===== src/utcc_pkg.sv =====
// Types, constants and lookup tables for the Unix time / calendar converter.
// No dependencies; imported by unix_time_calendar_converter_top.
package utcc_pkg;

  // Register stages from the input transfer to the result strobe.
  localparam int unsigned NumStages = 12;

  // Reciprocals for division by constants: q = (x * R) >> S.
  // Each one is exact over the input range that feeds it.
  localparam logic [12:0] Rcp100   = 13'd5243;      // x < 2^12, shift 19
  localparam int unsigned Sh100    = 19;
  localparam logic [25:0] Rcp675   = 26'd50903317;  // x < 2^25, shift 35
  localparam int unsigned Sh675    = 35;
  localparam logic [17:0] Rcp7     = 18'd149797;    // x < 2^17, shift 20
  localparam int unsigned Sh7      = 20;
  localparam logic [20:0] Rcp146097 = 21'd1881476;  // x < 2^20, shift 38
  localparam int unsigned Sh146097 = 38;
  localparam logic [17:0] Rcp3600  = 18'd149131;    // x < 2^17, shift 29
  localparam int unsigned Sh3600   = 29;
  localparam logic [18:0] Rcp1460  = 19'd367720;    // x < 2^18, shift 29
  localparam int unsigned Sh1460   = 29;
  localparam logic [12:0] Rcp60    = 13'd4370;      // x < 2^12, shift 18
  localparam int unsigned Sh60     = 18;
  localparam logic [18:0] Rcp365   = 19'd367720;    // x < 2^18, shift 27
  localparam int unsigned Sh365    = 27;
  localparam logic [11:0] Rcp153   = 12'd3427;      // x < 2^11, shift 19
  localparam int unsigned Sh153    = 19;

  // Days 0000-03-01 .. 1970-01-01 in the March-based count, and leap years in 1..1969.
  localparam logic [19:0] EpochShift  = 20'd719468;
  localparam logic [31:0] LeapsTo1969 = 32'd477;
  localparam logic [11:0] EpochYear   = 12'd1970;

  // Echoed calendar fields for calendar-to-unix requests.
  typedef struct packed {
    logic [11:0] year;
    logic [3:0]  month;
    logic [4:0]  day;
    logic [4:0]  hour;
    logic [5:0]  minute;
    logic [5:0]  second;
  } echo_t;

  // Days before month m in a common year; months 13 and 14 count as 31 days each.
  function automatic logic [8:0] days_before_mon(input logic [3:0] m);
    logic [8:0] r;
    case (m)
      4'd0:    r = 9'd0;
      4'd1:    r = 9'd0;
      4'd2:    r = 9'd31;
      4'd3:    r = 9'd59;
      4'd4:    r = 9'd90;
      4'd5:    r = 9'd120;
      4'd6:    r = 9'd151;
      4'd7:    r = 9'd181;
      4'd8:    r = 9'd212;
      4'd9:    r = 9'd243;
      4'd10:   r = 9'd273;
      4'd11:   r = 9'd304;
      4'd12:   r = 9'd334;
      4'd13:   r = 9'd365;
      4'd14:   r = 9'd396;
      default: r = 9'd427;
    endcase
    return r;
  endfunction

  // Days before month index mp of a year starting on 1 March.
  function automatic logic [8:0] days_before_mar(input logic [3:0] mp);
    logic [8:0] r;
    case (mp)
      4'd0:    r = 9'd0;
      4'd1:    r = 9'd31;
      4'd2:    r = 9'd61;
      4'd3:    r = 9'd92;
      4'd4:    r = 9'd122;
      4'd5:    r = 9'd153;
      4'd6:    r = 9'd184;
      4'd7:    r = 9'd214;
      4'd8:    r = 9'd245;
      4'd9:    r = 9'd275;
      4'd10:   r = 9'd306;
      4'd11:   r = 9'd337;
      default: r = 9'd0;
    endcase
    return r;
  endfunction

endpackage


===== src/unix_time_calendar_converter_top.sv =====
// Unix seconds <-> Gregorian calendar converter, twelve-stage pipeline.
// Depends on utcc_pkg (reciprocal constants, month tables, echo_t).
//
// Usage:
//   Input channel: a request transfers on a rising edge with start_i high and
//   busy_o low. busy_o is always low: the pipeline takes a new request on
//   every clock. req_type_i = 0 converts year/month/day/hour/minute/second
//   to Unix seconds; req_type_i = 1 breaks unix_in_i into calendar fields.
//   Output channel: done_o is high for exactly one cycle per request, with
//   all result ports valid in that cycle. The receiver has no way to stall
//   the block and must take every result when it is shown.
//   The pipeline depth is set by the chain of constant-reciprocal multiplies
//   (days from seconds, era, hour, year of era, month), spread over the
//   stages. Throughput: one item per clock.
//   Results come out in request order.
//   Reset (rst_ni low, asynchronous) clears the valid bits of all stages;
//   items in flight are dropped and no done_o is raised until new requests
//   reach the end of the pipe. Data registers are not reset.
//   In calendar-to-unix mode the calendar outputs echo the inputs; sums wrap
//   modulo 2^32. The weekday is (days since epoch + 4) mod 7, Sunday = 0.
module unix_time_calendar_converter_top
  import utcc_pkg::*;
(
  input  logic        clk_i,
  input  logic        rst_ni,
  input  logic        start_i,
  output logic        busy_o,
  input  logic        req_type_i,
  input  logic [11:0] year_in_i,
  input  logic [3:0]  month_in_i,
  input  logic [4:0]  day_in_i,
  input  logic [4:0]  hour_in_i,
  input  logic [5:0]  minute_in_i,
  input  logic [5:0]  second_in_i,
  input  logic [31:0] unix_in_i,
  output logic        done_o,
  output logic [31:0] unix_out_o,
  output logic [11:0] year_out_o,
  output logic [3:0]  month_out_o,
  output logic [4:0]  day_out_o,
  output logic [4:0]  hour_out_o,
  output logic [5:0]  minute_out_o,
  output logic [5:0]  second_out_o,
  output logic [2:0]  weekday_o
);

  // ---------------------------------------------------------------------------
  // Valid bits and side-band that travel along the whole pipe
  // ---------------------------------------------------------------------------
  logic  vld_q  [1:NumStages];
  logic  req_q  [1:NumStages-1];
  echo_t echo_q [1:NumStages-1];

  // Stage-carried datapath values (index = stage that produced it)
  logic [31:0] u_q    [3:11];
  logic [2:0]  era_q  [5:11];
  logic [2:0]  wd_q   [6:11];
  logic [4:0]  hr_q   [6:11];
  logic [17:0] doe_q  [6:9];
  logic [11:0] rem_q  [7:8];
  logic [5:0]  mi_q   [8:11];

  // Pipe never holds off the sender.
  assign busy_o = 1'b0;

  always_ff @(posedge clk_i or negedge rst_ni) begin
    if (!rst_ni) begin
      for (int i = 1; i <= NumStages; i++) begin
        vld_q[i] <= 1'b0;
      end
    end else begin
      vld_q[1] <= start_i & ~busy_o;
      for (int i = 2; i <= NumStages; i++) begin
        vld_q[i] <= vld_q[i-1];
      end
    end
  end

  always_ff @(posedge clk_i) begin
    req_q[1]  <= req_type_i;
    echo_q[1] <= '{year: year_in_i, month: month_in_i, day: day_in_i,
                   hour: hour_in_i, minute: minute_in_i, second: second_in_i};
    for (int i = 2; i <= NumStages - 1; i++) begin
      req_q[i]  <= req_q[i-1];
      echo_q[i] <= echo_q[i-1];
    end
  end

  // ---------------------------------------------------------------------------
  // Stage 1: year quotients by 100 / 400, time-of-day seconds, month offset
  // ---------------------------------------------------------------------------
  logic [11:0] s1_ym1;
  logic [24:0] s1_p_nq;
  logic [22:0] s1_p_n400;
  logic [24:0] s1_p_yq;
  logic [22:0] s1_p_y4q;

  logic [5:0]  s1_nq100_q;
  logic [3:0]  s1_n400_q;
  logic [5:0]  s1_yq100_q;
  logic [3:0]  s1_y4q100_q;
  logic [16:0] s1_hms_q;
  logic [8:0]  s1_cum_q;
  logic        s1_mgt2_q;
  logic [31:0] s1_unix_q;

  assign s1_ym1    = year_in_i - 12'd1;
  assign s1_p_nq   = 25'(s1_ym1) * 25'(Rcp100);
  assign s1_p_n400 = 23'(s1_ym1[11:2]) * 23'(Rcp100);
  assign s1_p_yq   = 25'(year_in_i) * 25'(Rcp100);
  assign s1_p_y4q  = 23'(year_in_i[11:2]) * 23'(Rcp100);

  always_ff @(posedge clk_i) begin
    s1_nq100_q  <= 6'(s1_p_nq >> Sh100);
    s1_n400_q   <= 4'(s1_p_n400 >> Sh100);
    s1_yq100_q  <= 6'(s1_p_yq >> Sh100);
    s1_y4q100_q <= 4'(s1_p_y4q >> Sh100);
    s1_hms_q    <= 17'(hour_in_i) * 17'd3600 + 17'(minute_in_i) * 17'd60
                   + 17'(second_in_i);
    s1_cum_q    <= days_before_mon(month_in_i);
    s1_mgt2_q   <= (month_in_i > 4'd2);
    s1_unix_q   <= unix_in_i;
  end

  // ---------------------------------------------------------------------------
  // Stage 2: day count since epoch
  // ---------------------------------------------------------------------------
  logic [11:0] s2_y;
  logic [11:0] s2_ym1;
  logic        s2_leap;
  logic [31:0] s2_leaps;
  logic [31:0] s2_days_y;

  logic [31:0] s2_days_q;
  logic [16:0] s2_hms_q;
  logic [31:0] s2_unix_q;

  assign s2_y   = echo_q[1].year;
  assign s2_ym1 = s2_y - 12'd1;
  // Divisible by 4, and either not by 100 or by 400.
  assign s2_leap = (s2_y[1:0] == 2'd0) &&
                   ((s2_y != 12'(s1_yq100_q) * 12'd100) ||
                    (s2_y[11:2] == 10'(s1_y4q100_q) * 10'd100));
  assign s2_leaps  = 32'(s2_ym1[11:2]) - 32'(s1_nq100_q) + 32'(s1_n400_q);
  assign s2_days_y = (s2_y > EpochYear) ?
                     32'd365 * 32'(s2_y - EpochYear) + s2_leaps - LeapsTo1969 : '0;

  always_ff @(posedge clk_i) begin
    s2_days_q <= s2_days_y + 32'(s1_cum_q) + 32'(s1_mgt2_q & s2_leap)
                 + 32'(echo_q[1].day) - 32'd1;
    s2_hms_q  <= s1_hms_q;
    s2_unix_q <= s1_unix_q;
  end

  // ---------------------------------------------------------------------------
  // Stage 3: Unix seconds (computed, or passed through); delay taps follow
  // ---------------------------------------------------------------------------
  always_ff @(posedge clk_i) begin
    if (req_q[2]) begin
      u_q[3] <= s2_unix_q;
    end else begin
      u_q[3] <= s2_days_q * 32'd86400 + 32'(s2_hms_q);
    end
    for (int i = 4; i <= 11; i++) begin
      u_q[i] <= u_q[i-1];
    end
  end

  // ---------------------------------------------------------------------------
  // Stage 4: whole days = u / 86400 = (u >> 7) / 675
  // ---------------------------------------------------------------------------
  logic [50:0] s4_p;
  logic [15:0] s4_dq_q;

  assign s4_p = 51'(u_q[3][31:7]) * 51'(Rcp675);

  always_ff @(posedge clk_i) begin
    s4_dq_q <= 16'(s4_p >> Sh675);
  end

  // ---------------------------------------------------------------------------
  // Stage 5: seconds of day, weekday quotient, 400-year era
  // ---------------------------------------------------------------------------
  logic [16:0] s5_t;
  logic [19:0] s5_z;
  logic [34:0] s5_p7;
  logic [40:0] s5_pera;

  logic [16:0] s5_sod_q;
  logic [16:0] s5_t_q;
  logic [12:0] s5_tq7_q;
  logic [19:0] s5_z_q;

  assign s5_t    = 17'(s4_dq_q) + 17'd4;
  assign s5_z    = 20'(s4_dq_q) + EpochShift;
  assign s5_p7   = 35'(s5_t) * 35'(Rcp7);
  assign s5_pera = 41'(s5_z) * 41'(Rcp146097);

  always_ff @(posedge clk_i) begin
    s5_sod_q <= 17'(u_q[4] - 32'(s4_dq_q) * 32'd86400);
    s5_t_q   <= s5_t;
    s5_tq7_q <= 13'(s5_p7 >> Sh7);
    s5_z_q   <= s5_z;
    era_q[5] <= 3'(s5_pera >> Sh146097);
    for (int i = 6; i <= 11; i++) begin
      era_q[i] <= era_q[i-1];
    end
  end

  // ---------------------------------------------------------------------------
  // Stage 6: weekday, day of era, hour
  // ---------------------------------------------------------------------------
  logic [34:0] s6_phr;
  logic [16:0] s6_sod_q;

  assign s6_phr = 35'(s5_sod_q) * 35'(Rcp3600);

  always_ff @(posedge clk_i) begin
    wd_q[6]  <= 3'(s5_t_q - 17'(s5_tq7_q) * 17'd7);
    doe_q[6] <= 18'(s5_z_q - 20'(era_q[5]) * 20'd146097);
    hr_q[6]  <= 5'(s6_phr >> Sh3600);
    s6_sod_q <= s5_sod_q;
    for (int i = 7; i <= 11; i++) begin
      wd_q[i] <= wd_q[i-1];
      hr_q[i] <= hr_q[i-1];
    end
    for (int i = 7; i <= 9; i++) begin
      doe_q[i] <= doe_q[i-1];
    end
  end

  // ---------------------------------------------------------------------------
  // Stage 7: seconds within hour, leap-cycle corrections for year of era
  // ---------------------------------------------------------------------------
  logic [36:0] s7_p1460;
  logic [6:0]  s7_d1460_q;
  logic [2:0]  s7_d36524_q;
  logic        s7_d146096_q;

  assign s7_p1460 = 37'(doe_q[6]) * 37'(Rcp1460);

  always_ff @(posedge clk_i) begin
    rem_q[7]     <= 12'(s6_sod_q - 17'(hr_q[6]) * 17'd3600);
    s7_d1460_q   <= 7'(s7_p1460 >> Sh1460);
    s7_d36524_q  <= 3'(doe_q[6] >= 18'd36524) + 3'(doe_q[6] >= 18'd73048)
                    + 3'(doe_q[6] >= 18'd109572) + 3'(doe_q[6] >= 18'd146096);
    s7_d146096_q <= (doe_q[6] >= 18'd146096);
  end

  // ---------------------------------------------------------------------------
  // Stage 8: year-of-era numerator, minute
  // ---------------------------------------------------------------------------
  logic [24:0] s8_pmi;
  logic [17:0] s8_yn_q;

  assign s8_pmi = 25'(rem_q[7]) * 25'(Rcp60);

  always_ff @(posedge clk_i) begin
    s8_yn_q <= doe_q[7] - 18'(s7_d1460_q) + 18'(s7_d36524_q) - 18'(s7_d146096_q);
    mi_q[8] <= 6'(s8_pmi >> Sh60);
    rem_q[8] <= rem_q[7];
    for (int i = 9; i <= 11; i++) begin
      mi_q[i] <= mi_q[i-1];
    end
  end

  // ---------------------------------------------------------------------------
  // Stage 9: year of era, second
  // ---------------------------------------------------------------------------
  logic [36:0] s9_pyoe;
  logic [8:0]  s9_yoe_q;
  logic [5:0]  s9_sec_q;

  assign s9_pyoe = 37'(s8_yn_q) * 37'(Rcp365);

  always_ff @(posedge clk_i) begin
    s9_yoe_q <= 9'(s9_pyoe >> Sh365);
    s9_sec_q <= 6'(rem_q[8] - 12'(mi_q[8]) * 12'd60);
  end

  // ---------------------------------------------------------------------------
  // Stage 10: day of the March-based year
  // ---------------------------------------------------------------------------
  logic [1:0]  s10_yc100;
  logic [8:0]  s10_doy_q;
  logic [8:0]  s10_yoe_q;
  logic [5:0]  s10_sec_q;

  assign s10_yc100 = 2'(s9_yoe_q >= 9'd100) + 2'(s9_yoe_q >= 9'd200)
                     + 2'(s9_yoe_q >= 9'd300);

  always_ff @(posedge clk_i) begin
    s10_doy_q <= 9'(doe_q[9] - (18'(s9_yoe_q) * 18'd365 + 18'(s9_yoe_q[8:2])
                                - 18'(s10_yc100)));
    s10_yoe_q <= s9_yoe_q;
    s10_sec_q <= s9_sec_q;
  end

  // ---------------------------------------------------------------------------
  // Stage 11: month index counted from March
  // ---------------------------------------------------------------------------
  logic [10:0] s11_v;
  logic [22:0] s11_pmp;
  logic [3:0]  s11_mp_q;
  logic [8:0]  s11_doy_q;
  logic [8:0]  s11_yoe_q;
  logic [5:0]  s11_sec_q;

  assign s11_v   = 11'(s10_doy_q) * 11'd5 + 11'd2;
  assign s11_pmp = 23'(s11_v) * 23'(Rcp153);

  always_ff @(posedge clk_i) begin
    s11_mp_q  <= 4'(s11_pmp >> Sh153);
    s11_doy_q <= s10_doy_q;
    s11_yoe_q <= s10_yoe_q;
    s11_sec_q <= s10_sec_q;
  end

  // ---------------------------------------------------------------------------
  // Stage 12: civil date, mode select, output registers
  // ---------------------------------------------------------------------------
  logic [3:0]  s12_mon;
  logic [4:0]  s12_day;
  logic [11:0] s12_year;

  logic [31:0] out_unix_q;
  logic [11:0] out_year_q;
  logic [3:0]  out_mon_q;
  logic [4:0]  out_day_q;
  logic [4:0]  out_hr_q;
  logic [5:0]  out_mi_q;
  logic [5:0]  out_sec_q;
  logic [2:0]  out_wd_q;

  assign s12_mon  = (s11_mp_q < 4'd10) ? s11_mp_q + 4'd3 : s11_mp_q - 4'd9;
  assign s12_day  = 5'(s11_doy_q - days_before_mar(s11_mp_q) + 9'd1);
  // January and February belong to the next civil year.
  assign s12_year = 12'(s11_yoe_q) + 12'(era_q[11]) * 12'd400
                    + 12'(s12_mon <= 4'd2);

  always_ff @(posedge clk_i) begin
    out_unix_q <= u_q[11];
    out_wd_q   <= wd_q[11];
    if (req_q[11]) begin
      out_year_q <= s12_year;
      out_mon_q  <= s12_mon;
      out_day_q  <= s12_day;
      out_hr_q   <= hr_q[11];
      out_mi_q   <= mi_q[11];
      out_sec_q  <= s11_sec_q;
    end else begin
      out_year_q <= echo_q[11].year;
      out_mon_q  <= echo_q[11].month;
      out_day_q  <= echo_q[11].day;
      out_hr_q   <= echo_q[11].hour;
      out_mi_q   <= echo_q[11].minute;
      out_sec_q  <= echo_q[11].second;
    end
  end

  assign done_o       = vld_q[NumStages];
  assign unix_out_o   = out_unix_q;
  assign year_out_o   = out_year_q;
  assign month_out_o  = out_mon_q;
  assign day_out_o    = out_day_q;
  assign hour_out_o   = out_hr_q;
  assign minute_out_o = out_mi_q;
  assign second_out_o = out_sec_q;
  assign weekday_o    = out_wd_q;

endmodule


===== config.mk =====
export PLATFORM = sky130hd
export DESIGN_NAME = unix_time_calendar_converter_top
export DESIGN_NICKNAME = d
export VERILOG_FILES = /design/src/utcc_pkg.sv /design/src/unix_time_calendar_converter_top.sv
export SDC_FILE = /design/constraint.sdc
export NUM_CORES = 2
export LEC_CHECK = 0
export ABC_AREA = 1
export BUFFER_PORTS_ARGS = -buffer_cell sky130_fd_sc_hd__buf_4
export CORE_UTILIZATION = 56
export DETAILED_ROUTE_END_ITERATION = 10
export PLACE_DENSITY = 0.72
export SKIP_CTS_REPAIR_TIMING = 1
export SLEW_MARGIN = 20
export SYNTH_ARGS = -nofsm -noshare
export SYNTH_HDL_FRONTEND = slang
export SYNTH_SLANG_ARGS = --single-unit

===== constraint.sdc =====
create_clock -name clk_i -period 24 [get_ports clk_i]
set_clock_uncertainty 0.1 [all_clocks]
set_input_delay 4.8 -clock clk_i [delete_from_list [all_inputs] [get_ports clk_i]]
set_output_delay 4.8 -clock clk_i [all_outputs]
set_load 0.005 [all_outputs]

==> impl_metrics.yaml <==
global_routing:
  antenna_found_initial: 5
  overflow: 0
  grt_pass1_vias: 64330
  track_usage_pct: 25.57
  grt_max_degree: 50
  grt_pass1_wl_um: 332100
sta:
  setup_violations: 0
  clock.fmax_mhz: 96.15
  min_period_ns: 10.40
  worst_slew_pin_slew_ns: 1.138
  tns_ns: 0
  rsz0062_at_grt: "false"
  fin_crit_sh_pct: 43.34
  hold_viol: 0
  maxSlewViolCount: 0
  slew_headroom_pct: 23.87
floorplanning:
  fp.dieH_um: 406.0
  die_w_um: 406.0
  ios: 149
  start_util_pct: 56.65
  rows: 147
  die-area_um2: 164800
  core-area_um2: 161300
clocking:
  cts_max_level: 4
  cts_tree: "yes"
  cts-root-buf: "clkbuf_16"
  cts.clk_slew.worst_paths_ns: 0.07
  clkLatencyLatePin_ns: 0.82
  clkSinkCount: 1250
  cts_buffers: 132
  cts_buffer_depth: 3
yosys:
  synth_fp_nets: 12210
  syn_area_per_cell_um2: 9.762
  netlist.area_leader.share_pct: 27.12
  synth_cells: 9361
  ys_seq_area_share_pct: 27.45
  ys_ff_latch: 1250
  synthFlopType: "dfxtp_1"
  yosys.area.top_type: "dfxtp_1"
  synth_edf_count: 0
  syn_area_um2: 91380
  synth_area_leaders: "dfxtp_1 27%, ha_1 25%, fa_1 21%, inv_1 8.9%, nand2_1 4.4%"
  ys_types: 59
  yosys_warnings: 0
  synthArstFlopShare_pct: 0.9600
critical_path:
  cpMaxStageDelayCell: "fa_1"
  cp_top_family: "adder cells"
  reg2reg_slack_ns: 14.37
  cp.required_ns: 24.53
  crit_buf_inv: 5
  path_max_fanout: 14
  path_cells: "buf_4, inv_1, ha_1, a21oi_1, nand2_1, nor3_1, nand2_1, xor2_1, inv_1, fa_1, fa_1, inv_1, fa_1, inv_1, fa_1, fa_1, ha_1, nand2_1, nor3_1, nand3_1, o311ai_0, xor2_1"
  start_kind: "input port"
  crit_path_start: "year_in_i[2]"
  critPathMaxStageDelay_ns: 0.57
  endpoint_kind: "flop"
  r2r-start: "echo_q[0][65]"
  worstSetupPathType: "in2reg"
  crit_path_frequent_cell: "fa_1"
  crit_arrival_ns: 10.93
routing:
  routedWlPerCell_um: 17.09
  drtIter0Drc: 3332
  via_per_inst: 5.116
  drcViolationCount: 0
  firstDrtPassIters: 6
  ant_nets: 0
  totalWireLength_um: 203400
  vias: 60890
status:
  status: "completed"
min_path:
  min_path_type: "reg2reg"
  hp-start: "echo_q[0][207]"
final_layout:
  nNetsFinal: 12480
  syn_to_final_growth_pct: 9.357
  drive_above_1_share_pct: 4.662
  final_area_um2: 99930
place:
  routabilityCongestion: 0.9484
  portBuffers: 147
  post_dp_cell_area_um2: 95180
  dp_hpwl_um: 171100
flow_run:
  max_cap_violations: 0
## layout make-up
type / count / area (um^2)
Timing Repair Buffer: 162 / 1216
Inverter: 2170 / 8147
Clock buffer: 161 / 3542
Clock inverter: 80 / 1202
Fill cell: 13250 / 61370
Antenna cell: 2 / 5.005
Tap cell: 2160 / 2703
Sequential cell: 1250 / 25090
Multi-Input combinational cell: 5916 / 58030
## cells in the final DEF (no fill, tap or decap), types with 13 or more instances in the layout
cell type,synthesis,routed
nor4_1,22,22
nand2_1,1071,1071
o21ai_0,255,255
o21bai_1,38,38
nor3_1,66,66
ha_1,1807,1807
clkbuf_1,17,16
or2_2,18,18
clkbuf_8,0,13
o2111ai_1,14,14
xor2_1,243,243
clkbuf_16,0,132
a21boi_0,15,15
o31ai_1,15,15
clkinv_16,0,14
o21a_1,24,24
xnor2_1,105,105
nand4_1,79,79
dfxtp_1,1238,1237
bufinv_16,0,13
clkinv_2,1,23
buf_4,2,162
a31oi_1,30,30
o211ai_1,23,23
fa_1,963,963
a21o_1,36,36
nor2_1,357,357
inv_1,2162,2162
nand3_1,206,206
a21oi_1,429,429
## registers in the layout, summed over array words and instances (netlist names), 12 cells and up, named ones only
register    cells
echo_q        414
u_q           260
doe_q          54
s1_unix_q      32
s2_unix_q      32
unix_out_o     32
hr_q           30
s2_days_q      25
mi_q           24
era_q          21
rem_q          18
s8_yn_q        18
wd_q           18
s1_hms_q       17
s2_hms_q       17
s5_sod_q       17
s4_dq_q        16
s5_z_q         15
s6_sod_q       12
year_out_o     12
## worst reg2reg max path, delay by kind of cell, from the launching register on
family | cells | cell delay [ns]
simple gates | 20 | 2.14
buf+inv | 6 | 0.64
compound gates | 9 | 1.86
fa+ha+maj | 9 | 3.51
flops | 1 | 0.65
xor+xnor | 2 | 0.62
## worst paths after layout
path / to / depth (start not counted)
max in group asynchronous: vld_q[2] / 1
worst min register to register: echo_q[0][245] / 0
worst max register to register: s2_days_q[24] / 46
min in group asynchronous: vld_q[11] / 1
worst min-delay path: echo_q[0][245] / 0
worst max-delay path: s1_n400_q[1] / 22
## metal layers
metal / global-route usage [%] / part of all wire (%) / routed length (um)
met5: 0 / 0.013 / 27
met4: 7.117 / 2.5 / 5069
met3: 3.655 / 5.0 / 10200
met2: 43.02 / 47 / 95810
met1: 34.29 / 45 / 92320
## cells in the mapped netlist, drive strengths merged (12+ instances only)
master and count:
fa 963, ha 1807, xnor2 105, o21a 24, o211ai 23, or2 18
a21oi 433, dfrtp 12, dfxtp 1238, nor2 371, inv 2168, o21bai 38
o2111ai 14, clkbuf 18, nand2 1082, nor4 22, a21boi 15, o21ai 262
nor3 67, a21o 36, nand4 79, xor2 243, o31ai 15, nand3 211
a31oi 30
## through the flow
| step | utilization (%) | hold slack, ns | instances | setup WS (ns) |
|---|---|---|---|---|
| floorplan | - | 0.2096 | 9361 | 13.85 |
| CTS | 61.95 | 0.2012 | 11900 | 13.57 |
| detailed placement | 59.01 | 0.2121 | 11660 | 12.75 |
| global placement | 59.01 | 0.2097 | 11660 | 12.79 |
| finish | 61.95 | 0.1997 | 11900 | 13.60 |
| global route | 61.95 | 0.2054 | 11900 | 13.10 |
## logic make-up after synthesis
kind of cell / count (synthesis) / synth area share, %
and+or+nand+nor: 1869 / 8.570
other: 1 / 0.004104
buffers and inverters: 2195 / 9.045
adders and majority gates: 2770 / 45.84
xor gates and xnor gates: 348 / 3.335
AOI/OAI and AO/OA: 928 / 5.755
DFF: 1250 / 27.45
Power is not shown: default switching activity piles up to over one toggle a cycle in this logic, so the estimate is an artifact.
